<file path="config.mk">
export PLATFORM = sky130hd
export DESIGN_NAME = supply_rail_window_monitor
export DESIGN_NICKNAME = d
export VERILOG_FILES = /design/src/rtl/core/srwm_pkg.sv /design/src/rtl/core/srwm_div.sv /design/src/rtl/core/srwm_datapath.sv /design/src/rtl/core/srwm_ctrl.sv /design/src/rtl/core/supply_rail_window_monitor.sv
export SDC_FILE = /design/constraint.sdc
export NUM_CORES = 2
export LEC_CHECK = 0
export BUFFER_PORTS_ARGS = -buffer_cell sky130_fd_sc_hd__buf_2
export CAP_MARGIN = 10
export CORE_ASPECT_RATIO = 1.25
export CORE_MARGIN = 1.5
export CORE_UTILIZATION = 35
export DETAILED_ROUTE_END_ITERATION = 12
export PLACE_DENSITY = 0.61
export SETUP_SLACK_MARGIN = 0.4
export SYNTH_ARGS = -nofsm -noshare
export SYNTH_HDL_FRONTEND = slang
export SYNTH_SLANG_ARGS = --single-unit
</file>
<file path="constraint.sdc">
create_clock -name clk -period 17.58 [get_ports clk]
set_clock_uncertainty 0.1 [all_clocks]
set_input_delay 0.879 -clock clk [delete_from_list [all_inputs] [get_ports clk]]
set_output_delay 0.879 -clock clk [all_outputs]
set_load 0.1 [all_outputs]
</file>
<file path="src/rtl/core/srwm_pkg.sv">
`default_nettype none

package srwm_pkg;

    localparam int CODE_W     = 12;
    localparam int MV_W       = 14;
    localparam int CENTI_W    = 19;
    localparam int RCOUNT_W   = 16;
    localparam int VTOT_W     = 30;
    localparam int TTOT_W     = 36;
    localparam int YC_W       = 34;
    localparam int DIV_W      = 35;
    localparam int DIV_CNT_W  = 6;
    localparam int IN_DATA_W  = 32;
    localparam int OUT_DATA_W = 152;

    // mv = code * 9900 >> 12
    localparam logic [MV_W-1:0] MV_SCALE = 14'd9900;
    localparam int              MV_SHIFT = 12;

    // centi = 43724 - floor((code * 2578125 + 73728) / 55072)
    // 55072 = 32 * 1721, the divide by 1721 is a reciprocal multiply, exact below 2^29
    localparam logic [21:0]        CENTI_MUL         = 22'd2578125;
    localparam logic [16:0]        CENTI_OFS         = 17'd73728;
    localparam int                 CENTI_PRE_SHIFT   = 5;
    localparam int                 YS_W              = YC_W - CENTI_PRE_SHIFT;
    localparam int                 CENTI_RECIP_W     = 30;
    localparam logic [29:0]        CENTI_RECIP       = 30'd638879505;
    localparam int                 CENTI_RECIP_SHIFT = 40;
    localparam int                 RECIP_W           = YS_W + CENTI_RECIP_W;
    localparam logic signed [19:0] CENTI_BASE        = 20'sd43724;

    localparam logic signed [TTOT_W:0] TTOT_POS = 37'sh7_FFFF_FFFF;
    localparam logic signed [TTOT_W:0] TTOT_NEG = -37'sh7_FFFF_FFFF;

    typedef enum logic {
        DIV_VMEAN,
        DIV_TMEAN
    } srwm_div_sel_t;

    typedef enum logic [3:0] {
        ST_IDLE,
        ST_MUL,
        ST_RECIP,
        ST_CENTI,
        ST_STATS,
        ST_DIV_V,
        ST_WAIT_V,
        ST_DIV_T,
        ST_WAIT_T,
        ST_OUT
    } srwm_state_t;

    typedef struct packed {
        logic          accept;
        logic          mul_en;
        logic          recip_en;
        logic          div_start;
        srwm_div_sel_t div_sel;
        logic          centi_load;
        logic          stats_update;
        logic          vmean_load;
        logic          tmean_load;
        logic          out_load;
    } srwm_cmd_t;

    typedef struct packed {
        logic last_conv;
        logic div_done;
        logic out_full;
    } srwm_status_t;

endpackage

`default_nettype wire

</file>
<file path="src/rtl/core/srwm_div.sv">
`default_nettype none

module srwm_div #(
    parameter int DVS_W = 16
) (
    input  wire logic                     clk,
    input  wire logic                     rst_n,
    input  wire logic                     start,
    input  wire logic [srwm_pkg::DIV_W-1:0] dividend,
    input  wire logic [DVS_W-1:0]         divisor,
    output logic                          done,
    output logic [srwm_pkg::DIV_W-1:0]    quotient
);

    import srwm_pkg::*;

    logic [DIV_W-1:0]     quo_reg, quo_next;
    logic [DVS_W-1:0]     rem_reg, rem_next;
    logic [DVS_W-1:0]     dvs_reg, dvs_next;
    logic [DIV_CNT_W-1:0] cnt_reg, cnt_next;
    logic                 done_reg, done_next;
    logic [DVS_W:0]       trial;
    logic [DVS_W:0]       diff;
    logic                 fits;

    // restoring division, one quotient bit per cycle
    always_comb
    begin
        trial = {rem_reg, quo_reg[DIV_W-1]};
        diff  = trial - {1'b0, dvs_reg};
        fits  = trial >= {1'b0, dvs_reg};

        quo_next  = quo_reg;
        rem_next  = rem_reg;
        dvs_next  = dvs_reg;
        cnt_next  = cnt_reg;
        done_next = 1'b0;

        if (start)
        begin
            quo_next = dividend;
            rem_next = '0;
            dvs_next = divisor;
            cnt_next = DIV_CNT_W'(DIV_W);
        end
        else if (cnt_reg != '0)
        begin
            quo_next  = {quo_reg[DIV_W-2:0], fits};
            rem_next  = fits ? diff[DVS_W-1:0] : trial[DVS_W-1:0];
            cnt_next  = cnt_reg - 1'b1;
            done_next = (cnt_reg == DIV_CNT_W'(1));
        end
    end

    always_ff @(posedge clk or negedge rst_n)
    begin
        if (!rst_n)
        begin
            cnt_reg  <= '0;
            done_reg <= 1'b0;
        end
        else
        begin
            cnt_reg  <= cnt_next;
            done_reg <= done_next;
        end
    end

    always_ff @(posedge clk)
    begin
        quo_reg <= quo_next;
        rem_reg <= rem_next;
        dvs_reg <= dvs_next;
    end

    assign done     = done_reg;
    assign quotient = quo_reg;

endmodule

`default_nettype wire

</file>
<file path="src/rtl/core/srwm_datapath.sv">
`default_nettype none

module srwm_datapath #(
    parameter int SAMPLES_LOG2 = 6,
    parameter int COUNT_BITS   = 16
) (
    input  wire logic                               clk,
    input  wire logic                               rst_n,
    input  wire srwm_pkg::srwm_cmd_t                cmd,
    output srwm_pkg::srwm_status_t                  status,
    input  wire logic [srwm_pkg::CODE_W-1:0]        vsys_code,
    input  wire logic [srwm_pkg::CODE_W-1:0]        temp_code,
    input  wire logic                               vbus_level,
    input  wire logic                               window_end,
    input  wire logic                               cfg_wr_en,
    input  wire logic                               cfg_wr_data,
    output logic                                    out_valid,
    input  wire logic                               out_ready,
    output logic [srwm_pkg::OUT_DATA_W-1:0]         out_data,
    output logic                                    out_last
);

    import srwm_pkg::*;

    localparam int IDX_W = (SAMPLES_LOG2 > 0) ? SAMPLES_LOG2 : 1;
    localparam int ACC_W = CODE_W + SAMPLES_LOG2;
    localparam int DVS_W = COUNT_BITS;
    localparam logic [IDX_W-1:0]      IDX_LAST  = IDX_W'((1 << SAMPLES_LOG2) - 1);
    localparam logic [COUNT_BITS-1:0] COUNT_MAX = {COUNT_BITS{1'b1}};

    logic                        sense_reg, sense_next;
    logic [IDX_W-1:0]            idx_reg, idx_next;
    logic [ACC_W-1:0]            vacc_reg, vacc_next;
    logic [ACC_W-1:0]            tacc_reg, tacc_next;
    logic [CODE_W-1:0]           vavg_reg, vavg_next;
    logic [CODE_W-1:0]           tavg_reg, tavg_next;
    logic                        vbus_now_reg, vbus_now_next;
    logic                        wend_reg, wend_next;
    logic [MV_W-1:0]             mv_reg, mv_next;
    logic [YS_W-1:0]             yc_reg, yc_next;
    logic [CENTI_W-1:0]          cq_reg, cq_next;
    logic signed [CENTI_W-1:0]   centi_reg, centi_next;
    logic [MV_W-1:0]             vmin_reg, vmin_next;
    logic [MV_W-1:0]             vmax_reg, vmax_next;
    logic signed [CENTI_W-1:0]   tmin_reg, tmin_next;
    logic signed [CENTI_W-1:0]   tmax_reg, tmax_next;
    logic [VTOT_W-1:0]           vtot_reg, vtot_next;
    logic signed [TTOT_W-1:0]    ttot_reg, ttot_next;
    logic [COUNT_BITS-1:0]       cnt_reg, cnt_next;
    logic                        absent_reg, absent_next;
    logic [MV_W-1:0]             vmean_reg, vmean_next;
    logic signed [CENTI_W-1:0]   tmean_reg, tmean_next;
    logic                        out_valid_reg, out_valid_next;
    logic [OUT_DATA_W-1:0]       out_data_reg, out_data_next;
    logic                        out_last_reg, out_last_next;

    logic [ACC_W-1:0]            vsum;
    logic [ACC_W-1:0]            tsum_acc;
    logic [25:0]                 mv_prod;
    logic [YC_W-1:0]             yc_prod;
    logic [RECIP_W-1:0]          recip_prod;
    logic signed [19:0]          centi_diff;
    logic [VTOT_W:0]             vtot_sum;
    logic signed [TTOT_W:0]      ttot_sum;
    logic signed [TTOT_W:0]      centi_ext;
    logic [TTOT_W-1:0]           tmag;
    logic [CENTI_W-1:0]          tq;
    logic [RCOUNT_W+COUNT_BITS-1:0] cnt_wide;
    logic [DIV_W-1:0]            div_dividend;
    logic [DVS_W-1:0]            div_divisor;
    logic                        div_done;
    logic [DIV_W-1:0]            div_quo;

    srwm_div #(
        .DVS_W (DVS_W)
    ) u_div (
        .clk      (clk),
        .rst_n    (rst_n),
        .start    (cmd.div_start),
        .dividend (div_dividend),
        .divisor  (div_divisor),
        .done     (div_done),
        .quotient (div_quo)
    );

    always_comb
    begin
        tmag = ttot_reg[TTOT_W-1] ? TTOT_W'(-ttot_reg) : TTOT_W'(ttot_reg);
        div_divisor = DVS_W'(cnt_reg);
        case (cmd.div_sel)
            DIV_TMEAN: div_dividend = tmag[DIV_W-1:0];
            default:   div_dividend = DIV_W'(vtot_reg);
        endcase
    end

    always_comb
    begin
        vsum       = vacc_reg + ACC_W'(vsys_code);
        tsum_acc   = tacc_reg + ACC_W'(temp_code);
        mv_prod    = 26'(vavg_reg) * 26'(MV_SCALE);
        yc_prod    = YC_W'(tavg_reg) * YC_W'(CENTI_MUL) + YC_W'(CENTI_OFS);
        recip_prod = RECIP_W'(yc_reg) * RECIP_W'(CENTI_RECIP);
        centi_diff = CENTI_BASE - $signed({1'b0, cq_reg});
        vtot_sum   = {1'b0, vtot_reg} + (VTOT_W+1)'(mv_reg);
        centi_ext  = $signed({{(TTOT_W+1-CENTI_W){centi_reg[CENTI_W-1]}}, centi_reg});
        ttot_sum   = $signed({ttot_reg[TTOT_W-1], ttot_reg}) + centi_ext;
        tq         = div_quo[CENTI_W-1:0];
        cnt_wide   = {{RCOUNT_W{1'b0}}, cnt_reg};

        sense_next     = cfg_wr_en ? cfg_wr_data : sense_reg;
        idx_next       = idx_reg;
        vacc_next      = vacc_reg;
        tacc_next      = tacc_reg;
        vavg_next      = vavg_reg;
        tavg_next      = tavg_reg;
        vbus_now_next  = vbus_now_reg;
        wend_next      = wend_reg;
        mv_next        = mv_reg;
        yc_next        = yc_reg;
        cq_next        = cq_reg;
        centi_next     = centi_reg;
        vmin_next      = vmin_reg;
        vmax_next      = vmax_reg;
        tmin_next      = tmin_reg;
        tmax_next      = tmax_reg;
        vtot_next      = vtot_reg;
        ttot_next      = ttot_reg;
        cnt_next       = cnt_reg;
        absent_next    = absent_reg;
        vmean_next     = vmean_reg;
        tmean_next     = tmean_reg;
        out_valid_next = out_valid_reg && !out_ready;
        out_data_next  = out_data_reg;
        out_last_next  = out_last_reg;

        if (cmd.accept)
        begin
            if (idx_reg == IDX_LAST)
            begin
                idx_next      = '0;
                vacc_next     = '0;
                tacc_next     = '0;
                vavg_next     = vsum[ACC_W-1:SAMPLES_LOG2];
                tavg_next     = tsum_acc[ACC_W-1:SAMPLES_LOG2];
                vbus_now_next = vbus_level && sense_reg;
                wend_next     = window_end;
            end
            else
            begin
                idx_next  = idx_reg + 1'b1;
                vacc_next = vsum;
                tacc_next = tsum_acc;
            end
        end

        if (cmd.mul_en)
        begin
            mv_next = mv_prod[MV_SHIFT+MV_W-1:MV_SHIFT];
            yc_next = yc_prod[YC_W-1:CENTI_PRE_SHIFT];
        end

        if (cmd.recip_en)
            cq_next = recip_prod[RECIP_W-1:CENTI_RECIP_SHIFT];

        if (cmd.centi_load)
            centi_next = centi_diff[CENTI_W-1:0];

        if (cmd.stats_update)
        begin
            if (cnt_reg == '0)
            begin
                vmin_next   = mv_reg;
                vmax_next   = mv_reg;
                tmin_next   = centi_reg;
                tmax_next   = centi_reg;
                vtot_next   = VTOT_W'(mv_reg);
                ttot_next   = centi_ext[TTOT_W-1:0];
                cnt_next    = COUNT_BITS'(1);
                absent_next = !vbus_now_reg;
            end
            else
            begin
                if (mv_reg < vmin_reg)
                    vmin_next = mv_reg;
                if (mv_reg > vmax_reg)
                    vmax_next = mv_reg;
                if (centi_reg < tmin_reg)
                    tmin_next = centi_reg;
                if (centi_reg > tmax_reg)
                    tmax_next = centi_reg;
                if (cnt_reg != COUNT_MAX)
                begin
                    vtot_next = vtot_sum[VTOT_W] ? {VTOT_W{1'b1}} : vtot_sum[VTOT_W-1:0];
                    if (ttot_sum > TTOT_POS)
                        ttot_next = TTOT_POS[TTOT_W-1:0];
                    else if (ttot_sum < TTOT_NEG)
                        ttot_next = TTOT_NEG[TTOT_W-1:0];
                    else
                        ttot_next = ttot_sum[TTOT_W-1:0];
                    cnt_next = cnt_reg + 1'b1;
                end
                if (!vbus_now_reg)
                    absent_next = 1'b1;
            end
        end

        if (cmd.vmean_load)
            vmean_next = div_quo[MV_W-1:0];

        if (cmd.tmean_load)
            tmean_next = ttot_reg[TTOT_W-1] ? (CENTI_W'(0) - tq) : tq;

        if (cmd.out_load)
        begin
            out_valid_next = 1'b1;
            out_last_next  = wend_reg;
            out_data_next  = {2'b00, absent_reg, cnt_wide[RCOUNT_W-1:0],
                              tmean_reg, tmax_reg, tmin_reg,
                              vmean_reg, vmax_reg, vmin_reg,
                              vbus_now_reg, centi_reg, mv_reg};
            if (wend_reg)
            begin
                vmin_next   = '0;
                vmax_next   = '0;
                tmin_next   = '0;
                tmax_next   = '0;
                vtot_next   = '0;
                ttot_next   = '0;
                cnt_next    = '0;
                absent_next = 1'b0;
            end
        end
    end

    always_ff @(posedge clk or negedge rst_n)
    begin
        if (!rst_n)
        begin
            sense_reg     <= 1'b1;
            idx_reg       <= '0;
            vacc_reg      <= '0;
            tacc_reg      <= '0;
            vmin_reg      <= '0;
            vmax_reg      <= '0;
            tmin_reg      <= '0;
            tmax_reg      <= '0;
            vtot_reg      <= '0;
            ttot_reg      <= '0;
            cnt_reg       <= '0;
            absent_reg    <= 1'b0;
            out_valid_reg <= 1'b0;
        end
        else
        begin
            sense_reg     <= sense_next;
            idx_reg       <= idx_next;
            vacc_reg      <= vacc_next;
            tacc_reg      <= tacc_next;
            vmin_reg      <= vmin_next;
            vmax_reg      <= vmax_next;
            tmin_reg      <= tmin_next;
            tmax_reg      <= tmax_next;
            vtot_reg      <= vtot_next;
            ttot_reg      <= ttot_next;
            cnt_reg       <= cnt_next;
            absent_reg    <= absent_next;
            out_valid_reg <= out_valid_next;
        end
    end

    always_ff @(posedge clk)
    begin
        vavg_reg     <= vavg_next;
        tavg_reg     <= tavg_next;
        vbus_now_reg <= vbus_now_next;
        wend_reg     <= wend_next;
        mv_reg       <= mv_next;
        yc_reg       <= yc_next;
        cq_reg       <= cq_next;
        centi_reg    <= centi_next;
        vmean_reg    <= vmean_next;
        tmean_reg    <= tmean_next;
        out_data_reg <= out_data_next;
        out_last_reg <= out_last_next;
    end

    assign status.last_conv = (idx_reg == IDX_LAST);
    assign status.div_done  = div_done;
    assign status.out_full  = out_valid_reg;

    assign out_valid = out_valid_reg;
    assign out_data  = out_data_reg;
    assign out_last  = out_last_reg;

endmodule

`default_nettype wire

</file>
<file path="src/rtl/core/srwm_ctrl.sv">
`default_nettype none

module srwm_ctrl (
    input  wire logic                   clk,
    input  wire logic                   rst_n,
    input  wire logic                   in_valid,
    output logic                        in_ready,
    input  wire srwm_pkg::srwm_status_t status,
    output srwm_pkg::srwm_cmd_t         cmd
);

    import srwm_pkg::*;

    srwm_state_t state_reg, state_next;

    always_comb
    begin
        state_next = state_reg;
        unique case (state_reg)
            ST_IDLE:
            begin
                if (in_valid && status.last_conv)
                    state_next = ST_MUL;
            end
            ST_MUL:    state_next = ST_RECIP;
            ST_RECIP:  state_next = ST_CENTI;
            ST_CENTI:  state_next = ST_STATS;
            ST_STATS:  state_next = ST_DIV_V;
            ST_DIV_V:  state_next = ST_WAIT_V;
            ST_WAIT_V:
            begin
                if (status.div_done)
                    state_next = ST_DIV_T;
            end
            ST_DIV_T:  state_next = ST_WAIT_T;
            ST_WAIT_T:
            begin
                if (status.div_done)
                    state_next = ST_OUT;
            end
            ST_OUT:
            begin
                if (!status.out_full)
                    state_next = ST_IDLE;
            end
            default:   state_next = ST_IDLE;
        endcase
    end

    always_comb
    begin
        in_ready = 1'b0;
        cmd      = '0;
        cmd.div_sel = DIV_VMEAN;
        unique case (state_reg)
            ST_IDLE:
            begin
                in_ready   = 1'b1;
                cmd.accept = in_valid;
            end
            ST_MUL:    cmd.mul_en = 1'b1;
            ST_RECIP:  cmd.recip_en = 1'b1;
            ST_CENTI:  cmd.centi_load = 1'b1;
            ST_STATS:  cmd.stats_update = 1'b1;
            ST_DIV_V:
            begin
                cmd.div_start = 1'b1;
                cmd.div_sel   = DIV_VMEAN;
            end
            ST_WAIT_V:
            begin
                cmd.div_sel    = DIV_VMEAN;
                cmd.vmean_load = status.div_done;
            end
            ST_DIV_T:
            begin
                cmd.div_start = 1'b1;
                cmd.div_sel   = DIV_TMEAN;
            end
            ST_WAIT_T:
            begin
                cmd.div_sel    = DIV_TMEAN;
                cmd.tmean_load = status.div_done;
            end
            ST_OUT:    cmd.out_load = !status.out_full;
            default:   cmd = '0;
        endcase
    end

    always_ff @(posedge clk or negedge rst_n)
    begin
        if (!rst_n)
            state_reg <= ST_IDLE;
        else
            state_reg <= state_next;
    end

endmodule

`default_nettype wire

</file>
<file path="src/rtl/core/supply_rail_window_monitor.sv">
`default_nettype none

// channel     | dir | transaction
// s_axis      | in  | one conversion pair, tlast closes the window
// m_axis      | out | one reading with window statistics, tlast on window close
// cfg_wr      | in  | vbus sense present bit
//
// a transaction that is not the last of a reading is accepted without stalling s_axis
// the last one of a reading holds s_axis_tready low through scaling,
// the centidegree reciprocal multiply and the statistics, then two 35-step mean
// divisions on one shared divider, then the load of m_axis
// the load waits while the previous m_axis transaction is held, adding its stall
// m_axis is a holding register, so conversions of the next reading flow while it waits
// rst_n clears the accumulators, the window statistics and sets vbus sense present

module supply_rail_window_monitor #(
    parameter int SAMPLES_LOG2 = 6,
    parameter int COUNT_BITS   = 16
) (
    input  wire logic                              clk,
    input  wire logic                              rst_n,
    input  wire logic                              s_axis_tvalid,
    output logic                                   s_axis_tready,
    // vsys_code, temp_code, vbus_level
    input  wire logic [srwm_pkg::IN_DATA_W-1:0]    s_axis_tdata,
    input  wire logic                              s_axis_tlast,
    output logic                                   m_axis_tvalid,
    input  wire logic                              m_axis_tready,
    // vsys_mv, temp_centi, vbus_now, vsys_min_mv, vsys_max_mv, vsys_mean_mv,
    // temp_min_centi, temp_max_centi, temp_mean_centi, reading_count, vbus_dropped
    output logic [srwm_pkg::OUT_DATA_W-1:0]        m_axis_tdata,
    output logic                                   m_axis_tlast,
    input  wire logic                              cfg_wr_en,
    input  wire logic                              cfg_wr_data
);

    import srwm_pkg::*;

    srwm_cmd_t    cmd;
    srwm_status_t status;

    srwm_ctrl u_ctrl (
        .clk      (clk),
        .rst_n    (rst_n),
        .in_valid (s_axis_tvalid),
        .in_ready (s_axis_tready),
        .status   (status),
        .cmd      (cmd)
    );

    srwm_datapath #(
        .SAMPLES_LOG2 (SAMPLES_LOG2),
        .COUNT_BITS   (COUNT_BITS)
    ) u_datapath (
        .clk         (clk),
        .rst_n       (rst_n),
        .cmd         (cmd),
        .status      (status),
        .vsys_code   (s_axis_tdata[CODE_W-1:0]),
        .temp_code   (s_axis_tdata[2*CODE_W-1:CODE_W]),
        .vbus_level  (s_axis_tdata[2*CODE_W]),
        .window_end  (s_axis_tlast),
        .cfg_wr_en   (cfg_wr_en),
        .cfg_wr_data (cfg_wr_data),
        .out_valid   (m_axis_tvalid),
        .out_ready   (m_axis_tready),
        .out_data    (m_axis_tdata),
        .out_last    (m_axis_tlast)
    );

endmodule

`default_nettype wire
</file>
After elaboration in Yosys (flattened, before gate mapping)
Index checks and enable logic that the tools add are counted.

cells by class
  magnitude comparators = 7
  add/subtract/negate cells = 12
  $mul = 3
  bitwise gates (word level) = 0
  div/mod/pow operators = 0
  mux-type cells = 73
  reductions and logical operators = 14
  shifts and indexed selects = 0
  equal/unequal tests = 16

operator list
  operator                  number
  $mux W36                  7
  $mux W19                  11
  $mux W30                  6
  $mux W14                  10
  $mux W35                  4
  $mux W16                  6
  $mul A29 B30 Y59 const B  1
  $pmux W4 S10              1
  $add A36 B19 Y37          1
  $gt A37 B36 Y1 const B    1
  $lt A37 B36 Y1 const B    1
  $add A18 B12 Y18          2
  $mux W18                  2
  $neg A35 Y35              1
  $add A34 B17 Y34 const B  1
  $mul A12 B22 Y34 const B  1
  $add A30 B14 Y31          1
  $mul A12 B12 Y24 const B  1
  $gt A19 B19 Y1            1
  $lt A19 B19 Y1            1
  $mux W1                   19
  $sub A1 B19 Y19 const A   1
  $sub A16 B19 Y19 const A  1
  $mux W6                   3
  other kinds (26)          41

storage, ports and cells
  memories kept = 0
  latch bits = 0
  bits in registers = 562
  output and inout bits = 155
  RAM bits = 0
  memory bits (read-only) = 0

Depth between registers and ports, before layout
  depth in word-level cells = 9
  gate-level depth with buffers = 28
  mapped depth without buffers = 28

Hierarchy
Synthesis repeated with hierarchy kept, for this count alone.

unflattened totals
  cell total of the unflattened synthesis = 4449
  area total of the unflattened synthesis = 47411.7 um^2

modules (own cells, without submodules)
  module         cells an instance  instances  seq. area each (um^2)  area each (um^2)
  srwm_datapath  4089               1          13569.3                43262.7
  srwm_div       321                1          2026.9                 3808.7
  srwm_ctrl      39                 1          100.1                  340.3

Worst setup path after synthesis
No wires, ideal clock.

  kind = reg2reg
  start point = register u_datapath.out_valid_reg (netlist: u_datapath.out_valid)
  end point = register u_datapath.cnt_reg[10]
  cell stages (with the launch flop) = 6
  arrival time = 13.602 ns
  buffers on the path = 1
  setup time = 0.132 ns
  slack = 3.746 ns
  cell sequence = dfrtp_1 > nor3_1 > nand2_1 > nand2_1 > clkbuf_1 > nor2_1

RTL lines
  what                      line                  source
  start: declaration        srwm_datapath.sv:53   logic out_valid_reg, out_valid_next;
  start signal: assignment  srwm_datapath.sv:267  out_valid_reg <= out_valid_next;
  end signal: assignment    srwm_datapath.sv:265  cnt_reg <= cnt_next;
  end: declaration          srwm_datapath.sv:49   logic [COUNT_BITS-1:0] cnt_reg, cnt_next;

Final worst setup path
  start point = register u_datapath.yc_reg[24]
  end point = register u_datapath.cq_reg[14] (data pin)

between the ends
  longest elaborated chain between the ends = 1

ends and longest elaborated chain
  what                                 line                  source
  start: declaration                   srwm_datapath.sv:40   logic [YS_W-1:0] yc_reg, yc_next;
  start signal: assignment             srwm_datapath.sv:278  yc_reg <= yc_next;
  $mul A29 B30 Y59                     srwm_datapath.sv:102  recip_prod = RECIP_W'(yc_reg) * RECIP_W'(CENTI_RECIP);
  named net u_datapath.recip_prod[54]  srwm_datapath.sv:61   logic [RECIP_W-1:0] recip_prod;
  end signal: assignment               srwm_datapath.sv:279  cq_reg <= cq_next;
  end: declaration                     srwm_datapath.sv:41   logic [CENTI_W-1:0] cq_reg, cq_next;

The timed path passes the listed nets, and every way through them passes these cells.
A chain may end at the register's enable or synchronous reset.

==> qor.txt <==
Relative slew slack - 19.7%
CP endpoint kind - register
Crit path max fanout - 8
Synthesized area - 0.0467 mm²
Actual slew at the worst max-slew pin - 1.20 ns
Yosys reg bits - 562
Min Tclk post-route - 8.38 ns
Number of synthesized flops with an enable pin - 342
P&R area growth vs syn - 10.9%
Fin Setup TNS - 0 ns
CTS tree - yes
Max reg flops - 150
Final worst setup slack - 9.20 ns
Layout fillers - 12,800
Htree depth - 2
Dpl cells - 6,308
GRT Overall Usage - 16.9%
Seq/Total Area, Yosys - 33.6%
Drt drc - 0
Skew-Pair Late Insertion Delay - 0.68 ns
Antenna violations before repair - 6
Crit Path Class - reg2reg
Dpl ws - 9.22 ns
Final Non-Filler Cells - 6,423
Pre-Repair DR Iteration Count - 6
Clock sink count - 562
Status - complete, no violations
Largest net degree at the start of global routing - 86
Overall die width - 330 µm
Remaining Overflow, GRT - 0
# setup viols final - 0
Mean post-synth cell area - 10.5 µm²
Hold_buf cts - 0
Synth warn - 0
Most used DFF post-synth - edfxtp_1
CTS buffer count - 60
Vias in the first global route - 33,500
Final net count - 5,758
WP data arrival - 8.70 ns
Fmax - 119 MHz
Post-cts sizing count - 0
Final Hold Vio Count - 0
Iter 0 DRT Violations - 1,834
Share of cells above drive strength 1 - 7.74%
Max Cap Viol - 0
Gp weighted congestion - 0.916
First-pass GRT wire length - 181,000 µm
# Post-CTS Setup Buffers - 0
Post-Synthesis Cells - 4,460
I/O Pins - 194
Via density - 5.07
Synth async-reset ratio - 36.3%
Via count - 32,600
Die area - 0.136 mm²
Routed wire length - 114,000 µm
Root Buffer - clkbuf_16
# diodes - 0
Port Buffers - 184
Unrepaired setup endpoints after global routing - false
R2R depth - 25
Crit path launch type - register
Max Slew Vio Count - 0
Worst min path class - in2async
Die height - 412 µm
Final ANT Viol Nets - 0
WL/cell - 17.8 µm
Worst path required time - 17.90 ns
Tcrit/Tclk final - 47.7%
Starting density of the core - 35.4%
CTS clk-pin slew, worst paths - 0.06 ns
HPWL after DPL - 90,200 µm
Max Root-Sink Buffers - 3
Library cells used by synthesis - 78
Core area - 0.132 mm²
Num rows - 149
per-layer routing:
layer | share of wire (%) | global-route usage [%] | vias to the layer above
met4 | 4.1 | 6.86 | 4
met2 | 51 | 30.9 | 652
li1 | - | - | 15700
met5 | 0.031 | 0 | -
met3 | 3.7 | 1.79 | 237
met1 | 41 | 20.0 | 15900
worst max-delay path, stage by stage (launching register included):
cell and delay, ns:
edfxtp_1 0.66, inv_1 0.24, fa_1 0.55, inv_1 0.05, fa_1 0.50, inv_1 0.05, fa_1 0.52, inv_1 0.05
fa_1 0.52, inv_1 0.05, fa_1 0.55, inv_1 0.06, fa_1 0.48, ha_1 0.32, ha_1 0.31, nand2_1 0.12
nor4_1 0.12, a221oi_1 0.34, o21ai_1 0.28, o2111ai_1 0.37, a21oi_1 0.13, a2111oi_1 0.70, o21ai_0 0.36, or2_2 0.39
a21oi_1 0.19, xnor2_1 0.08
cells by family after synthesis:
family | Yosys count | share of synthesized area, %
DFF | 562 | 33.6
and+or+nand+nor | 811 | 8.29
buffers and inverters | 870 | 7.02
adders and majority gates | 1084 | 34.6
muxes | 23 | 0.495
other | 1 | 0.00802
AOI/OAI and AO/OA | 897 | 12.0
xor gates and xnor gates | 212 | 3.97
worst paths after layout:
| kind | from | end | slack, ns |
|---|---|---|---|
| max | u_datapath.yc_reg[24] | u_datapath.cq_reg[14] | 9.20 |
| min | rst_n | u_datapath.ttot_reg[10] | 0.15 |
| max reg2reg | u_datapath.yc_reg[24] | u_datapath.cq_reg[14] | 9.20 |
| min reg2reg | u_datapath.tmean_reg[9] | u_datapath.out_data[123] | 0.32 |
| max in group asynchronous | rst_n | u_datapath.vmax_reg[2] | 14.95 |
| min in group clk | s_axis_tlast | u_datapath.wend_reg | 0.31 |
final cells by class:
| type | instances | area [µm²] | share of cell area (%) |
|---|---|---|---|
| Inverter | 762 | 2860 | 5.51 |
| Clock inverter | 45 | 532 | 1.03 |
| Timing Repair Buffer | 220 | 1210 | 2.33 |
| Tap cell | 1736 | 2170 | 4.19 |
| Multi-Input combinational cell | 3029 | 27900 | 53.7 |
| Sequential cell | 562 | 15700 | 30.3 |
| Clock buffer | 69 | 1550 | 2.98 |
cell usage in the layout, fill, tap and decap left out, types with 55 or more instances in the layout:
cell type and count:
nor2_1 195, nand3_1 61, a21oi_1 243, a21o_1 73
o21ai_0 236, edfxtp_1 342, inv_1 761, clkbuf_16 60
nand2_1 257, ha_1 734, o31ai_1 65, xor2_1 101
xnor2_1 111, dfrtp_1 203, a31oi_1 55, buf_2 183
fa_1 350
stage by stage:
step / area (µm²) / hold slack, ns / utilization [%]
floorplan: 46800 / 0.300 / -
global placement: 49800 / 0.304 / 37.7
detailed placement: 49800 / 0.305 / 37.7
CTS: 51900 / 0.130 / 39.2
global route: 51900 / 0.179 / 39.2
finish: 51900 / 0.146 / 39.2
cell usage after synthesis, types with 7 or more instances:
library cell	n	share of area (%)
a211o_1	9	0.17
a211oi_1	22	0.35
a21boi_0	8	0.13
a21o_1	73	1.2
a21oi_1	245	2.6
a22o_1	19	0.36
a22oi_1	19	0.31
a31oi_1	56	0.75
a41oi_1	7	0.13
and2_1	20	0.27
and3_1	22	0.29
buf_2	7	0.075
clkbuf_1	96	0.77
dfrtp_1	203	11
dfxtp_1	16	0.69
edfxtp_1	342	22
fa_1	350	15
ha_1	734	20
inv_1	761	6.1
mux2i_1	22	0.47
nand2_1	259	2.1
nand2b_1	31	0.41
nand3_1	61	0.65
nand4_1	49	0.66
nor2_1	199	1.6
nor2b_1	27	0.36
nor3_1	58	0.62
nor4_1	14	0.19
o211ai_1	12	0.19
o21a_1	28	0.45
o21ai_0	236	2.5
o21ai_1	11	0.12
o21bai_1	17	0.27
o221ai_1	23	0.43
o31ai_1	65	1.0
or2_2	18	0.24
or3_1	14	0.19
or4_1	9	0.14
xnor2_1	111	2.1
xor2_1	101	1.9
Power is not shown: default switching activity piles up to over one toggle a cycle in this logic, so the estimate is an artifact.
